===== src/rtl/core/assert_macros.svh =====
// assertion helpers used by the rtl
`ifndef ASSERT_MACROS_SVH
`define ASSERT_MACROS_SVH

`ifndef SYNTHESIS

// property must hold at every rising clock edge outside reset
`define SHA_ASSERT(label, clk, rst_n, prop) \
  label: assert property (@(posedge clk) disable iff (!rst_n) (prop)) \
    else $error("%m: property violated");

// condition must never be true outside reset
`define SHA_NEVER(label, clk, rst_n, cond) \
  label: assert property (@(posedge clk) disable iff (!rst_n) !(cond)) \
    else $error("%m: forbidden condition seen");

`else

`define SHA_ASSERT(label, clk, rst_n, prop)
`define SHA_NEVER(label, clk, rst_n, cond)

`endif

`endif


===== src/rtl/core/sha_pkg.sv =====
package sha_pkg;

  // request kind codes
  localparam logic KindByte   = 1'b0;
  localparam logic KindFinish = 1'b1;

  // padding constants
  localparam logic [7:0] PadMarker = 8'h80;
  localparam logic [5:0] LenPos    = 6'd56;
  localparam logic [2:0] LastWord  = 3'd7;

  // controls from the sequencer to the round datapath
  typedef struct packed {
    logic       v_shift;
    logic       w_push;
    logic       rnd;
    logic [5:0] t;
  } dp_ctrl_t;

  // initial chaining values
  localparam logic [31:0] InitH [8] = '{
    32'h6a09e667, 32'hbb67ae85, 32'h3c6ef372, 32'ha54ff53a,
    32'h510e527f, 32'h9b05688c, 32'h1f83d9ab, 32'h5be0cd19
  };

  // round constants
  localparam logic [31:0] RoundK [64] = '{
    32'h428a2f98, 32'h71374491, 32'hb5c0fbcf, 32'he9b5dba5,
    32'h3956c25b, 32'h59f111f1, 32'h923f82a4, 32'hab1c5ed5,
    32'hd807aa98, 32'h12835b01, 32'h243185be, 32'h550c7dc3,
    32'h72be5d74, 32'h80deb1fe, 32'h9bdc06a7, 32'hc19bf174,
    32'he49b69c1, 32'hefbe4786, 32'h0fc19dc6, 32'h240ca1cc,
    32'h2de92c6f, 32'h4a7484aa, 32'h5cb0a9dc, 32'h76f988da,
    32'h983e5152, 32'ha831c66d, 32'hb00327c8, 32'hbf597fc7,
    32'hc6e00bf3, 32'hd5a79147, 32'h06ca6351, 32'h14292967,
    32'h27b70a85, 32'h2e1b2138, 32'h4d2c6dfc, 32'h53380d13,
    32'h650a7354, 32'h766a0abb, 32'h81c2c92e, 32'h92722c85,
    32'ha2bfe8a1, 32'ha81a664b, 32'hc24b8b70, 32'hc76c51a3,
    32'hd192e819, 32'hd6990624, 32'hf40e3585, 32'h106aa070,
    32'h19a4c116, 32'h1e376c08, 32'h2748774c, 32'h34b0bcb5,
    32'h391c0cb3, 32'h4ed8aa4a, 32'h5b9cca4f, 32'h682e6ff3,
    32'h748f82ee, 32'h78a5636f, 32'h84c87814, 32'h8cc70208,
    32'h90befffa, 32'ha4506ceb, 32'hbef9a3f7, 32'hc67178f2
  };

endpackage


===== src/rtl/core/sha_in_if.sv =====
// request channel: one message byte or a finish command
interface sha_in_if;
  logic       valid;
  logic       ready;
  logic       kind;
  logic [7:0] data_byte;

  modport source (output valid, output kind, output data_byte, input ready);
  modport sink (input valid, input kind, input data_byte, output ready);
endinterface


===== src/rtl/core/sha_out_if.sv =====
// result channel: one digest word per transfer
interface sha_out_if;
  logic        valid;
  logic        ready;
  logic [31:0] digest_word;
  logic [2:0]  word_index;
  logic        last_word;

  modport source (output valid, output digest_word, output word_index, output last_word,
                  input ready);
  modport sink (input valid, input digest_word, input word_index, input last_word,
                output ready);
endinterface


===== src/rtl/core/sha_round.sv =====
// working variables and schedule window, one round per cycle while rnd is set
module sha_round (
  input  logic              clk_i,
  input  sha_pkg::dp_ctrl_t ctrl_i,
  input  logic [31:0]       v_in_i,
  input  logic [31:0]       w_in_i,
  output logic [31:0]       v0_o
);

  logic [31:0] v_q [8];
  logic [31:0] w_q [16];
  logic [31:0] s1, ch, t1, s0, maj, t2, w_new;

  function automatic logic [31:0] rotr(input logic [31:0] x, input logic [4:0] n);
    return (x >> n) | (x << (6'd32 - {1'b0, n}));
  endfunction

  // round function
  always_comb begin
    s1  = rotr(v_q[4], 5'd6) ^ rotr(v_q[4], 5'd11) ^ rotr(v_q[4], 5'd25);
    ch  = (v_q[4] & v_q[5]) ^ (~v_q[4] & v_q[6]);
    t1  = v_q[7] + s1 + ch + sha_pkg::RoundK[ctrl_i.t] + w_q[0];
    s0  = rotr(v_q[0], 5'd2) ^ rotr(v_q[0], 5'd13) ^ rotr(v_q[0], 5'd22);
    maj = (v_q[0] & v_q[1]) ^ (v_q[0] & v_q[2]) ^ (v_q[1] & v_q[2]);
    t2  = s0 + maj;
  end

  // next schedule word, from window entries 0, 1, 9 and 14
  always_comb begin
    w_new = (rotr(w_q[14], 5'd17) ^ rotr(w_q[14], 5'd19) ^ (w_q[14] >> 10))
          + w_q[9]
          + (rotr(w_q[1], 5'd7) ^ rotr(w_q[1], 5'd18) ^ (w_q[1] >> 3))
          + w_q[0];
  end

  // working variables: round update or serial load
  always_ff @(posedge clk_i) begin
    if (ctrl_i.rnd) begin
      v_q[0] <= t1 + t2;
      v_q[1] <= v_q[0];
      v_q[2] <= v_q[1];
      v_q[3] <= v_q[2];
      v_q[4] <= v_q[3] + t1;
      v_q[5] <= v_q[4];
      v_q[6] <= v_q[5];
      v_q[7] <= v_q[6];
    end else if (ctrl_i.v_shift) begin
      for (int i = 0; i < 7; i++) begin
        v_q[i] <= v_q[i+1];
      end
      v_q[7] <= v_in_i;
    end
  end

  // schedule window: block words on load, expanded words during rounds
  always_ff @(posedge clk_i) begin
    if (ctrl_i.rnd || ctrl_i.w_push) begin
      for (int i = 0; i < 15; i++) begin
        w_q[i] <= w_q[i+1];
      end
      w_q[15] <= ctrl_i.rnd ? w_new : w_in_i;
    end
  end

  assign v0_o = v_q[0];

endmodule


===== src/rtl/core/sha256_stream_hasher.sv =====
// channel  dir  payload                                   item
// in_i     in   kind, data_byte                           one byte or finish
// out_o    out  digest_word, word_index, last_word        one digest word
//
// a data byte is stored in the block memory; the 64th byte of a block starts a
// compression (block-memory reads, 64 rounds, chaining write-back)
// finish writes 64 - fill padding bytes, one per cycle, into the block memory,
// then 64 more with a second compression when more than 55 bytes are pending
// digest words leave through an output register, read from the chaining memory;
// output stalls hold the sequencer
// reset restores the initial chaining values at once through per-entry valid bits
module sha256_stream_hasher (
  input logic        clk_i,
  input logic        rst_ni,
  sha_in_if.sink     in_i,
  sha_out_if.source  out_o
);

  `include "assert_macros.svh"

  typedef enum logic [5:0] {
    ST_IDLE  = 6'b000001,
    ST_PAD   = 6'b000010,
    ST_LOAD  = 6'b000100,
    ST_ROUND = 6'b001000,
    ST_WRBK  = 6'b010000,
    ST_OUT   = 6'b100000
  } state_e;

  state_e      state_q, state_d, after_q, after_d;
  logic [6:0]  ctr_q, ctr_d;
  logic [5:0]  fill_q, fill_d;
  logic [63:0] bits_q, bits_d;
  logic        marker_q, marker_d;
  logic        last_blk_q, last_blk_d;
  logic        out_rd_q, out_rd_d;
  logic        out_valid_q, out_valid_d;
  logic [7:0]  ch_valid_q, ch_valid_d;

  // memories and their read registers
  logic [7:0]  blk_mem [64];
  logic [31:0] ch_mem [8];
  logic [7:0]  blk_rdata_q;
  logic [31:0] ch_rdata_q;
  logic        ch_rvld_q;
  logic [2:0]  ch_ridx_q;

  logic [23:0] acc_q;
  logic [31:0] out_word_q;
  logic [2:0]  out_idx_q;
  logic        out_last_q;

  logic        in_accept, out_capture;
  logic        blk_we, ch_we;
  logic [7:0]  blk_wdata, pad_byte;
  logic [2:0]  ch_waddr;
  logic [31:0] ch_wdata, ch_rd, v0;
  sha_pkg::dp_ctrl_t dp_ctrl;

  assign in_accept = in_i.valid && in_i.ready;
  assign in_i.ready = (state_q == ST_IDLE);

  // chaining word as read, initial value for entries not yet written
  assign ch_rd = ch_rvld_q ? ch_rdata_q : sha_pkg::InitH[ch_ridx_q];

  // padding byte at the current fill position
  always_comb begin
    if (marker_q) begin
      pad_byte = sha_pkg::PadMarker;
    end else if (last_blk_q && (fill_q >= sha_pkg::LenPos)) begin
      pad_byte = 8'(bits_q >> {~fill_q[2:0], 3'b000});
    end else begin
      pad_byte = '0;
    end
  end

  // sequencer
  always_comb begin
    state_d     = state_q;
    after_d     = after_q;
    ctr_d       = ctr_q;
    fill_d      = fill_q;
    bits_d      = bits_q;
    marker_d    = marker_q;
    last_blk_d  = last_blk_q;
    out_rd_d    = out_rd_q;
    ch_valid_d  = ch_valid_q;
    blk_we      = 1'b0;
    blk_wdata   = in_i.data_byte;
    ch_we       = 1'b0;
    ch_waddr    = 3'(ctr_q - 7'd1);
    ch_wdata    = ch_rd + v0;
    out_capture = 1'b0;
    dp_ctrl     = '0;
    dp_ctrl.t   = ctr_q[5:0];

    unique case (state_q)
      ST_IDLE: begin
        if (in_accept) begin
          if (in_i.kind == sha_pkg::KindByte) begin
            blk_we = 1'b1;
            fill_d = fill_q + 6'd1;
            bits_d = bits_q + 64'd8;
            if (fill_q == 6'd63) begin
              state_d = ST_LOAD;
              after_d = ST_IDLE;
              ctr_d   = '0;
            end
          end else begin
            state_d    = ST_PAD;
            marker_d   = 1'b1;
            last_blk_d = (fill_q < sha_pkg::LenPos);
          end
        end
      end
      ST_PAD: begin
        blk_we    = 1'b1;
        blk_wdata = pad_byte;
        marker_d  = 1'b0;
        fill_d    = fill_q + 6'd1;
        if (fill_q == 6'd63) begin
          state_d    = ST_LOAD;
          after_d    = last_blk_q ? ST_OUT : ST_PAD;
          last_blk_d = 1'b1;
          ctr_d      = '0;
        end
      end
      ST_LOAD: begin
        // bytes and chaining words arrive through read registers, in the cycle after their read
        dp_ctrl.w_push  = (ctr_q != 7'd0) && (ctr_q[1:0] == 2'd0);
        dp_ctrl.v_shift = (ctr_q != 7'd0) && (ctr_q <= 7'd8);
        if (ctr_q == 7'd64) begin
          state_d = ST_ROUND;
          ctr_d   = '0;
        end else begin
          ctr_d = ctr_q + 7'd1;
        end
      end
      ST_ROUND: begin
        dp_ctrl.rnd = 1'b1;
        if (ctr_q == 7'd63) begin
          state_d = ST_WRBK;
          ctr_d   = '0;
        end else begin
          ctr_d = ctr_q + 7'd1;
        end
      end
      ST_WRBK: begin
        // read-add-write, entry k written while entry k+1 is read
        if (ctr_q != 7'd0) begin
          ch_we           = 1'b1;
          dp_ctrl.v_shift = 1'b1;
          ch_valid_d[ch_waddr] = 1'b1;
        end
        if (ctr_q == 7'd8) begin
          state_d  = after_q;
          ctr_d    = '0;
          out_rd_d = 1'b0;
        end else begin
          ctr_d = ctr_q + 7'd1;
        end
      end
      ST_OUT: begin
        if (out_rd_q) begin
          out_capture = 1'b1;
          out_rd_d    = 1'b0;
        end else if (ctr_q == 7'd8) begin
          state_d    = ST_IDLE;
          ch_valid_d = '0;
          bits_d     = '0;
          ctr_d      = '0;
        end else if (!out_valid_q || out_o.ready) begin
          out_rd_d = 1'b1;
          ctr_d    = ctr_q + 7'd1;
        end
      end
      default: begin
        state_d = ST_IDLE;
      end
    endcase

    // output register
    if (out_capture) begin
      out_valid_d = 1'b1;
    end else if (out_o.ready) begin
      out_valid_d = 1'b0;
    end else begin
      out_valid_d = out_valid_q;
    end
  end

  // control registers
  always_ff @(posedge clk_i or negedge rst_ni) begin
    if (!rst_ni) begin
      state_q     <= ST_IDLE;
      after_q     <= ST_IDLE;
      ctr_q       <= '0;
      fill_q      <= '0;
      bits_q      <= '0;
      marker_q    <= 1'b0;
      last_blk_q  <= 1'b0;
      out_rd_q    <= 1'b0;
      out_valid_q <= 1'b0;
      ch_valid_q  <= '0;
    end else begin
      state_q     <= state_d;
      after_q     <= after_d;
      ctr_q       <= ctr_d;
      fill_q      <= fill_d;
      bits_q      <= bits_d;
      marker_q    <= marker_d;
      last_blk_q  <= last_blk_d;
      out_rd_q    <= out_rd_d;
      out_valid_q <= out_valid_d;
      ch_valid_q  <= ch_valid_d;
    end
  end

  // block byte memory
  always_ff @(posedge clk_i) begin
    if (blk_we) begin
      blk_mem[fill_q] <= blk_wdata;
    end
    blk_rdata_q <= blk_mem[ctr_q[5:0]];
  end

  // chaining word memory
  always_ff @(posedge clk_i) begin
    if (ch_we) begin
      ch_mem[ch_waddr] <= ch_wdata;
    end
    ch_rdata_q <= ch_mem[ctr_q[2:0]];
    ch_rvld_q  <= ch_valid_q[ctr_q[2:0]];
    ch_ridx_q  <= ctr_q[2:0];
  end

  // byte gather and output payload
  always_ff @(posedge clk_i) begin
    if ((state_q == ST_LOAD) && (ctr_q != 7'd0)) begin
      acc_q <= {acc_q[15:0], blk_rdata_q};
    end
    if (out_capture) begin
      out_word_q <= ch_rd;
      out_idx_q  <= ch_ridx_q;
      out_last_q <= (ch_ridx_q == sha_pkg::LastWord);
    end
  end

  sha_round u_round (
    .clk_i  (clk_i),
    .ctrl_i (dp_ctrl),
    .v_in_i (ch_rd),
    .w_in_i ({acc_q, blk_rdata_q}),
    .v0_o   (v0)
  );

  assign out_o.valid       = out_valid_q;
  assign out_o.digest_word = out_word_q;
  assign out_o.word_index  = out_idx_q;
  assign out_o.last_word   = out_last_q;

  // checks
  `SHA_NEVER(a_ch_overlap, clk_i, rst_ni, ch_we && (ch_waddr == ctr_q[2:0]))
  `SHA_ASSERT(a_rd_slot_free, clk_i, rst_ni, out_rd_q |-> !out_valid_q)
  `SHA_ASSERT(a_last_index, clk_i, rst_ni, out_valid_q && out_last_q |-> out_idx_q == 3'd7)
  `SHA_ASSERT(a_reinit, clk_i, rst_ni, $past(state_q == ST_OUT) && state_q == ST_IDLE |-> ch_valid_q == 8'd0 && bits_q == 64'd0 && fill_q == 6'd0)
  `SHA_ASSERT(a_round_span, clk_i, rst_ni, state_q == ST_ROUND |-> ctr_q < 7'd64)

endmodule

===== src/flat_wrapper.sv =====
// flat-port wrapper written by rule: the top's interface ports become plain ports
module sha256_stream_hasher_flat 
  (clk_i, rst_ni, in_i_valid, in_i_kind, in_i_data_byte, in_i_ready, out_o_valid, out_o_digest_word, out_o_word_index, out_o_last_word, out_o_ready);
  sha_in_if in_i_i ();
  sha_out_if out_o_i ();
  input logic clk_i;
  input logic rst_ni;
  input wire logic [$bits(in_i_i.valid)-1:0] in_i_valid;
  input wire logic [$bits(in_i_i.kind)-1:0] in_i_kind;
  input wire logic [$bits(in_i_i.data_byte)-1:0] in_i_data_byte;
  output wire logic [$bits(in_i_i.ready)-1:0] in_i_ready;
  output wire logic [$bits(out_o_i.valid)-1:0] out_o_valid;
  output wire logic [$bits(out_o_i.digest_word)-1:0] out_o_digest_word;
  output wire logic [$bits(out_o_i.word_index)-1:0] out_o_word_index;
  output wire logic [$bits(out_o_i.last_word)-1:0] out_o_last_word;
  input wire logic [$bits(out_o_i.ready)-1:0] out_o_ready;
  assign in_i_i.valid = in_i_valid;
  assign in_i_i.kind = in_i_kind;
  assign in_i_i.data_byte = in_i_data_byte;
  assign in_i_ready = in_i_i.ready;
  assign out_o_valid = out_o_i.valid;
  assign out_o_digest_word = out_o_i.digest_word;
  assign out_o_word_index = out_o_i.word_index;
  assign out_o_last_word = out_o_i.last_word;
  assign out_o_i.ready = out_o_ready;
  sha256_stream_hasher u_core (.clk_i(clk_i), .rst_ni(rst_ni), .in_i(in_i_i), .out_o(out_o_i));
endmodule

===== config.mk =====
export PLATFORM = sky130hd
export DESIGN_NAME = sha256_stream_hasher_flat
export DESIGN_NICKNAME = d
export VERILOG_FILES = /design/src/rtl/core/sha_pkg.sv /design/src/rtl/core/sha_in_if.sv /design/src/rtl/core/sha_out_if.sv /design/src/rtl/core/sha_round.sv /design/src/rtl/core/sha256_stream_hasher.sv /design/src/flat_wrapper.sv
export VERILOG_INCLUDE_DIRS = /design/src /design/src/rtl/core
export SDC_FILE = /design/constraint.sdc
export NUM_CORES = 2
export LEC_CHECK = 0
export ABC_AREA = 0
export BUFFER_PORTS_ARGS = -buffer_cell sky130_fd_sc_hd__buf_2
export CORE_MARGIN = 3
export CORE_UTILIZATION = 40
export CTS_CLUSTER_DIAMETER = 200
export DETAILED_ROUTE_END_ITERATION = 16
export GPL_ROUTABILITY_DRIVEN = 0
export PLACE_DENSITY = 0.53
export SYNTH_ARGS = -nofsm -noshare
export SYNTH_HDL_FRONTEND = slang
export SYNTH_SLANG_ARGS = --single-unit

===== constraint.sdc =====
create_clock -name clk_i -period 16.4 [get_ports clk_i]
set_clock_uncertainty 0.1 [all_clocks]
set_input_delay 3.28 -clock clk_i [delete_from_list [all_inputs] [get_ports clk_i]]
set_output_delay 3.28 -clock clk_i [all_outputs]
set_load 0.02 [all_outputs]

# == Word level (Yosys, flattened, before mapping) ==
# Memories as Yosys holds them, arrays and structs flattened. A register that Yosys moved wholly into a read port is not among the register bits.
# Index checks and enable logic that the tools add are counted.
# word_totals
reg_bits,165
ram_bits,1536
mem_bits_ro,2304
in_bits,13
output_inout_bits,38
memories,6
# mem_list
memory,depth,word_bits,rd,rd_clocked_by_memory_dff,write_ports,line_no,text
(no name shown),64,32,1,0,0,sha_round.sv:22,t1 = v_q[7] + s1 + ch + sha_pkg::RoundK[ctrl_i.t] + w_q[0];
u_core.blk_mem,64,8,1,1,1,sha256_stream_hasher.sv:41,logic [7:0] blk_mem [64];
u_core.u_round.w_q,16,32,16,0,16,sha_round.sv:11,logic [31:0] w_q [16];
(no name shown),8,32,1,0,0,sha256_stream_hasher.sv:64,assign ch_rd = ch_rvld_q ? ch_rdata_q : sha_pkg::InitH[ch_ridx_q];
u_core.ch_mem,8,32,1,1,1,sha256_stream_hasher.sv:42,logic [31:0] ch_mem [8];
u_core.u_round.v_q,8,32,8,0,8,sha_round.sv:10,logic [31:0] v_q [8];
# op_classes
addsub,15
magnitude_cmp,8
eq_ne,23
shift,1
muxes,93
bitwise,39
n_reduce_logical,25
# ops
cell,n
$mux 32,14
$add 32x32->32,11
$xor 32x32->32,9
$mux 64,4
$and 32x32->32,5
$pmux 64 s2,1
$mux 6,15
$add 64x4->64 const B,1
$shr 64x6->8,1
$mux 7,9
$mux 8,6
$pmux 7 s6,1
$pmux 6 s6,1
$mux 1,32
$not 32->32,1
$or 10x32->32,1
$or 13x32->32,1
$or 14x32->32,1
$or 15x32->32,1
$or 19x32->32,1
$or 21x32->32,1
$or 25x32->32,1
$or 26x32->32,1
$or 30x32->32,1
48 further kinds,84

# == Logic depth before layout (Yosys ltp) ==
# An unclocked memory read counts as a cell.
# logic_depth
ltp_word,10
mapped_depth,39

# == By module ==
# From an unflattened synthesis, not the netlist that was laid out.
# unflattened
cells_unflattened,5881
hier_area_um2,82820.7
# by_module_without_submodules
mod,n_inst,cells_per_inst,area_each_um2,seq_area_each_um2
sha_round,1,3576,42863.6,23062.1
sha256_stream_hasher,1,2305,39957.1,28124.5

# == Worst setup path before layout ==
# No wires, ideal clock.
# synth_path
path_kind,reg-to-reg
startpoint,register u_core.ctr_q[0]
endpoint,memory u_core.u_round.w_q[0][0] (enable)
arrival_ps,14307
required_ps,15399
slack_ps,1092
path_stages_with_launch,12
path_buffers,3
period_less_slack_ps,15308
path_cell_list,dfrtp_1 clkbuf_1 buf_2 clkbuf_1 clkinv_1 ha_1 nand2b_2 nor2_1 nand2_1 nor2b_1 nand2_1 nand2_1
# synth_rtl
item,line_no,text
from (decl),sha256_stream_hasher.sv:31,"logic [6:0] ctr_q, ctr_d;"
from (signal assigned),sha256_stream_hasher.sv:208,ctr_q <= ctr_d;
to (decl),sha_round.sv:11,

==> impl_table.tex <==
\begin{tabular}{lr}
\hline
Metric & Value \\
\hline
\multicolumn{2}{l}{\textbf{Run status}} \\
\quad Result of the run & finished with violations \\
\quad Failing checks & max-capacitance violations \\
\multicolumn{2}{l}{\textbf{Clock network}} \\
\quad Clock-pin slew reported for the worst setup and hold paths after clock tree synthesis & 0.06 ns \\
\quad Clock latency of the later-clocked register in the worst-skew pair & 0.84 ns \\
\quad Resize count post-CTS & 0 \\
\quad Hold-fix buffers, CTS & 0 \\
\quad Num Clock Sinks & 1735 \\
\quad H-Tree Depth & 4 \\
\quad Clock root cell & sky130\_fd\_sc\_hd\_\_clkbuf\_16 \\
\quad Clock tree from TritonCTS & yes \\
\quad Clock buffers created by TritonCTS & 181 \\
\quad Maximum clock insertion buffer count & 3 \\
\quad Post-CTS setup buffer count & 0 \\
\multicolumn{2}{l}{\textbf{Die}} \\
\quad Starting utilization of the core area & 40.4\% \\
\quad Floorplan die width & 459 µm \\
\quad Boundary Pins & 51 \\
\quad Height of the die & 459 µm \\
\quad Core area & 0.203 mm² \\
\quad Core Rows & 165 \\
\quad Overall die area & 0.211 mm² \\
\multicolumn{2}{l}{\textbf{Setup path}} \\
\quad CP max-delay cell & sky130\_fd\_sc\_hd\_\_dfrtp\_4 \\
\quad Crit path capture type & flip-flop \\
\quad Critical path launch point type & flip-flop \\
\quad Worst Setup Path Type & reg -> reg \\
\quad Maximum fanout along the worst path & 55 \\
\quad Most used cell along the critical path & sky130\_fd\_sc\_hd\_\_inv\_1 \\
\quad Crit Reg-Reg Startpoint & u\_core.ctr\_q[1] \\
\quad Critical path launch point & u\_core.ctr\_q[1] \\
\quad Highest cell delay on the worst timing path & 0.97 ns \\
\quad Data required time of the worst path & 16.87 ns \\
\quad WP data arrival & 10.53 ns \\
\multicolumn{2}{l}{\textbf{Power}} \\
\quad Switching portion of total power & 21.6\% \\
\quad Internal power contribution & 7.38 mW \\
\quad Proportion of power drawn by flip-flops and latches & 52.4\% \\
\quad Switching power total & 2.03 mW \\
\quad Peak ir drop on the vdd network & 0.105 mV \\
\quad Clock power frac & 44.2\% \\
\quad Leakage power & 32.4 nW \\
\quad Combinational group share of total power & 3.4\% \\
\quad PD cells & 103 mW/mm² \\
\multicolumn{2}{l}{\textbf{Finish}} \\
\quad Nets@finish & 6380 \\
\quad Fraction of layout instances using a drive strength above 1 & 12.1\% \\
\quad Syn-to-layout area delta & 11.3\% \\
\multicolumn{2}{l}{\textbf{Global route}} \\
\quad Via count of the first global-routing pass & 47.5k \\
\quad First-pass GRT wire length & 324 mm \\
\quad Largest net degree at the start of global routing & 154 \\
\quad GR Overflow Total & 0 \\
\quad Global router's overall resource usage & 20.8\% \\
\quad Initial antenna violation count & 7 \\
\multicolumn{2}{l}{\textbf{Drt}} \\
\quad Drt via density & 5.54 \\
\quad Number of DRC markers in iteration 0 & 5610 \\
\quad Average wire per cell in the routed design & 25.1 µm \\
\quad Number of detailed-route iterations in the first pass & 7 \\
\quad Via total after detailed routing & 48.9k \\
\quad Wire length reported by the detailed router & 222 mm \\
\quad Number of antenna-violating nets in the routed design & 0 \\
\quad Remaining design rule violation count & 0 \\
\multicolumn{2}{l}{\textbf{Yosys}} \\
\quad Proportion of register bits with asynchronous set or reset after synthesis & 5.48\% \\
\quad Most area-hungry cell type in the Yosys netlist & sky130\_fd\_sc\_hd\_\_edfxtp\_1 \\
\quad Number of synthesized register bits & 1735 \\
\quad Yosys warning total & 0 \\
\quad Largest cells by area after synthesis & sky130\_fd\_sc\_hd\_\_edfxtp\_1 58\%, sky130\_fd\_sc\_hd\_\_mux4\_2 6.6\%, sky130\_fd\_sc\_hd\_\_fa\_1 4.6\%, sky130\_fd\_sc\_hd\_\_nand2\_1 3.8\%, sky130\_fd\_sc\_hd\_\_xnor2\_1 2.9\% \\
\quad Distinct cells, synth & 85 \\
\quad Number of flops mapped to enable cells by yosys & 1596 \\
\quad Seq/Total Area, Yosys & 62.3\% \\
\quad Predominant post-synthesis flop cell & sky130\_fd\_sc\_hd\_\_edfxtp\_1 \\
\quad Net count of the mapped netlist & 6362 \\
\quad Post-synthesis instance area & 0.0821 mm² \\
\quad Most frequent cell after synthesis & sky130\_fd\_sc\_hd\_\_edfxtp\_1 \\
\quad Top cells by count, synth & 1596 x sky130\_fd\_sc\_hd\_\_edfxtp\_1, 828 x sky130\_fd\_sc\_hd\_\_nand2\_1, 369 x sky130\_fd\_sc\_hd\_\_inv\_1, 342 x sky130\_fd\_sc\_hd\_\_nor2\_1, 317 x sky130\_fd\_sc\_hd\_\_o21ai\_0 \\
\quad Gate count after technology mapping & 5977 \\
\quad Synth top area share & 58.4\% \\
\quad Post-Synthesis Mean Instance Area & 13.7 µm² \\
\multicolumn{2}{l}{\textbf{STA}} \\
\quad Count of final setup violators & 0 \\
\quad Worst-margin pin slew & 1.47 ns \\
\quad Setup repair after global routing missed its margin & no \\
\quad Worst-case setup margin in the final layout & 6.34 ns \\
\quad Total Negative Setup Slacks & 0 ns \\
\quad Clock period minus final worst setup slack & 10.06 ns \\
\quad Achievable frequency & 99.4 MHz \\
\quad Crit share post-route & 61.4\% \\
\quad Final-report hold violation count & 0 \\
\quad Number of slew-limit violations in the final report & 0 \\
\quad Relative slew margins & 0.643\% \\
\multicolumn{2}{l}{\textbf{Placement}} \\
\quad Pre-CTS setup slack & 6.54 ns \\
\quad Number of port buffers & 50 \\
\quad Post-DP HPWL & 151 mm \\
\multicolumn{2}{l}{\textbf{Min path}} \\
\quad Worst hold path class & reg -> reg \\
\quad Source of the worst hold timing path & u\_core.u\_round.w\_q[1][188] \\
\multicolumn{2}{l}{\textbf{Job}} \\
\quad Max Cap Violations & 1 \\
\hline
\end{tabular}
stage by stage:
step / hold WS [ns] / power (mW) / utilization, % / area, µm² / cells
floorplan: 0.300 / 5.21 / - / 82100 / 5977
global placement: 0.300 / 5.34 / 42.0 / 85400 / 8484
detailed placement: 0.305 / 5.35 / 42.0 / 85400 / 8484
CTS: 0.292 / 9.53 / 45.0 / 91400 / 8819
global route: 0.295 / 9.73 / 45.0 / 91400 / 8821
finish: 0.295 / 9.41 / 45.0 / 91400 / 8825
metal layers:
metal  track usage (%)  part of all wire [%]  vias to the layer above
met3              3.12                   6.0                      339
met5                 0                0.0032                        -
li1                  -                     -                    21809
met4              5.61                   2.6                        2
met1              30.9                    46                    25108
met2              32.0                    46                     1607
placed cells by master, fill, tap and decap left out, types with 18 or more instances in the layout:
master,count
sky130_fd_sc_hd__a211oi_1,39
sky130_fd_sc_hd__clkinv_2,26
sky130_fd_sc_hd__nor2b_1,23
sky130_fd_sc_hd__clkbuf_16,184
sky130_fd_sc_hd__edfxtp_1,1596
sky130_fd_sc_hd__xor2_1,165
sky130_fd_sc_hd__nor3_1,47
sky130_fd_sc_hd__nand4_1,18
sky130_fd_sc_hd__or3_1,35
sky130_fd_sc_hd__mux4_2,240
sky130_fd_sc_hd__o31ai_1,28
sky130_fd_sc_hd__o21a_1,22
sky130_fd_sc_hd__ha_1,184
sky130_fd_sc_hd__a21o_1,101
sky130_fd_sc_hd__buf_2,49
sky130_fd_sc_hd__mux2_2,58
sky130_fd_sc_hd__a21oi_1,233
sky130_fd_sc_hd__xnor2_1,273
sky130_fd_sc_hd__nand3_1,82
sky130_fd_sc_hd__nand2_1,826
sky130_fd_sc_hd__mux2i_1,22
sky130_fd_sc_hd__o21bai_1,21
sky130_fd_sc_hd__dfxtp_1,43
sky130_fd_sc_hd__fa_1,188
sky130_fd_sc_hd__buf_4,75
sky130_fd_sc_hd__nor2_1,336
sky130_fd_sc_hd__nand2b_1,21
sky130_fd_sc_hd__clkinv_1,36
sky130_fd_sc_hd__bufinv_16,20
sky130_fd_sc_hd__a31oi_1,33
sky130_fd_sc_hd__inv_1,369
sky130_fd_sc_hd__clkbuf_1,42
sky130_fd_sc_hd__o211ai_1,32
sky130_fd_sc_hd__o21ai_0,303
sky130_fd_sc_hd__and3_1,21
sky130_fd_sc_hd__dfrtp_1,87
final timing paths:
| check | endpoint | slack, ns | cells past startpoint |
|---|---|---|---|
| min reg2reg | u_core.u_round.w_q[1][156] | 0.29 | 0 |
| min | u_core.u_round.w_q[1][156] | 0.29 | 0 |
| max reg2reg | u_core.u_round.v_q[0][31] | 6.34 | 36 |
| max in group asynchronous | u_core.ctr_q[3] | 12.61 | 2 |
| min in group asynchronous | u_core.out_o.valid | 2.30 | 1 |
| max | u_core.u_round.v_q[0][31] | 6.34 | 36 |
worst max-delay path: cells and delay by family, from the launching register on:
kind	cells	cell delay [ns]
flip-flops	1	0.97
AO/OA/AOI/OAI	18	3.75
buffers and inverters	6	1.02
AND/OR/NAND/NOR	4	0.53
XOR/XNOR	2	0.52
adder cells (fa/ha/maj)	6	2.89
cell families (layout without fill, tap and decap cells):
| logic type | after synthesis | in the layout | share of synthesized area, % |
|---|---|---|---|
| multiplexers | 320 | 320 | 7.64 |
| AO/OA/AOI/OAI | 950 | 950 | 7.12 |
| XOR/XNOR | 439 | 439 | 4.70 |
| other | 0 | 6 | 0 |
| flip-flops | 1735 | 1735 | 62.3 |
| buffers and inverters | 664 | 834 | 3.05 |
| adder cells (fa/ha/maj) | 375 | 375 | 7.42 |
| AND/OR/NAND/NOR | 1494 | 1494 | 7.73 |
registers in the layout, indices dropped and copies added (netlist names):
signal                    count
u_core.blk_mem              512
u_core.u_round.w_q          512
u_core.ch_mem               256
u_core.u_round.v_q          256
u_core.bits_q                61
u_core.ch_rdata_q            32
u_core.out_o.digest_word     32
u_core.acc_q                 24
u_core.blk_rdata_q            8
u_core.ch_valid_q             8
u_core.ctr_q                  7
u_core.fill_q                 6
u_core.state_q                6
u_core.after_q                3
u_core.ch_ridx_q              3
u_core.out_o.word_index       3
u_core.ch_rvld_q              1
u_core.last_blk_q             1
u_core.marker_q               1
u_core.out_o.last_word        1
u_core.out_o.valid            1
u_core.out_rd_q               1
area by class of cell:
type                            instances  area, µm²
Clock inverter                        103       1170
Tap cell                             2672       3340
Multi-Input combinational cell       3578      28600
Inverter                              373       1400
Sequential cell                      1735      51200
Antenna cell                            6       15.0
Clock buffer                          232       4840
Fill cell                           18307     112000
Timing Repair Buffer                  126        848
power groups by stage:
stage                     clock, mW  combinational, mW  sequential, mW
after floorplan                   0              0.204            5.00
after detailed placement          0              0.324            5.03
after global placement            0              0.317            5.03
final                          4.16              0.320            4.93
after global routing           4.44              0.351            4.94
after CTS                      4.27              0.325            4.93
(Power assumes the default switching activity.)
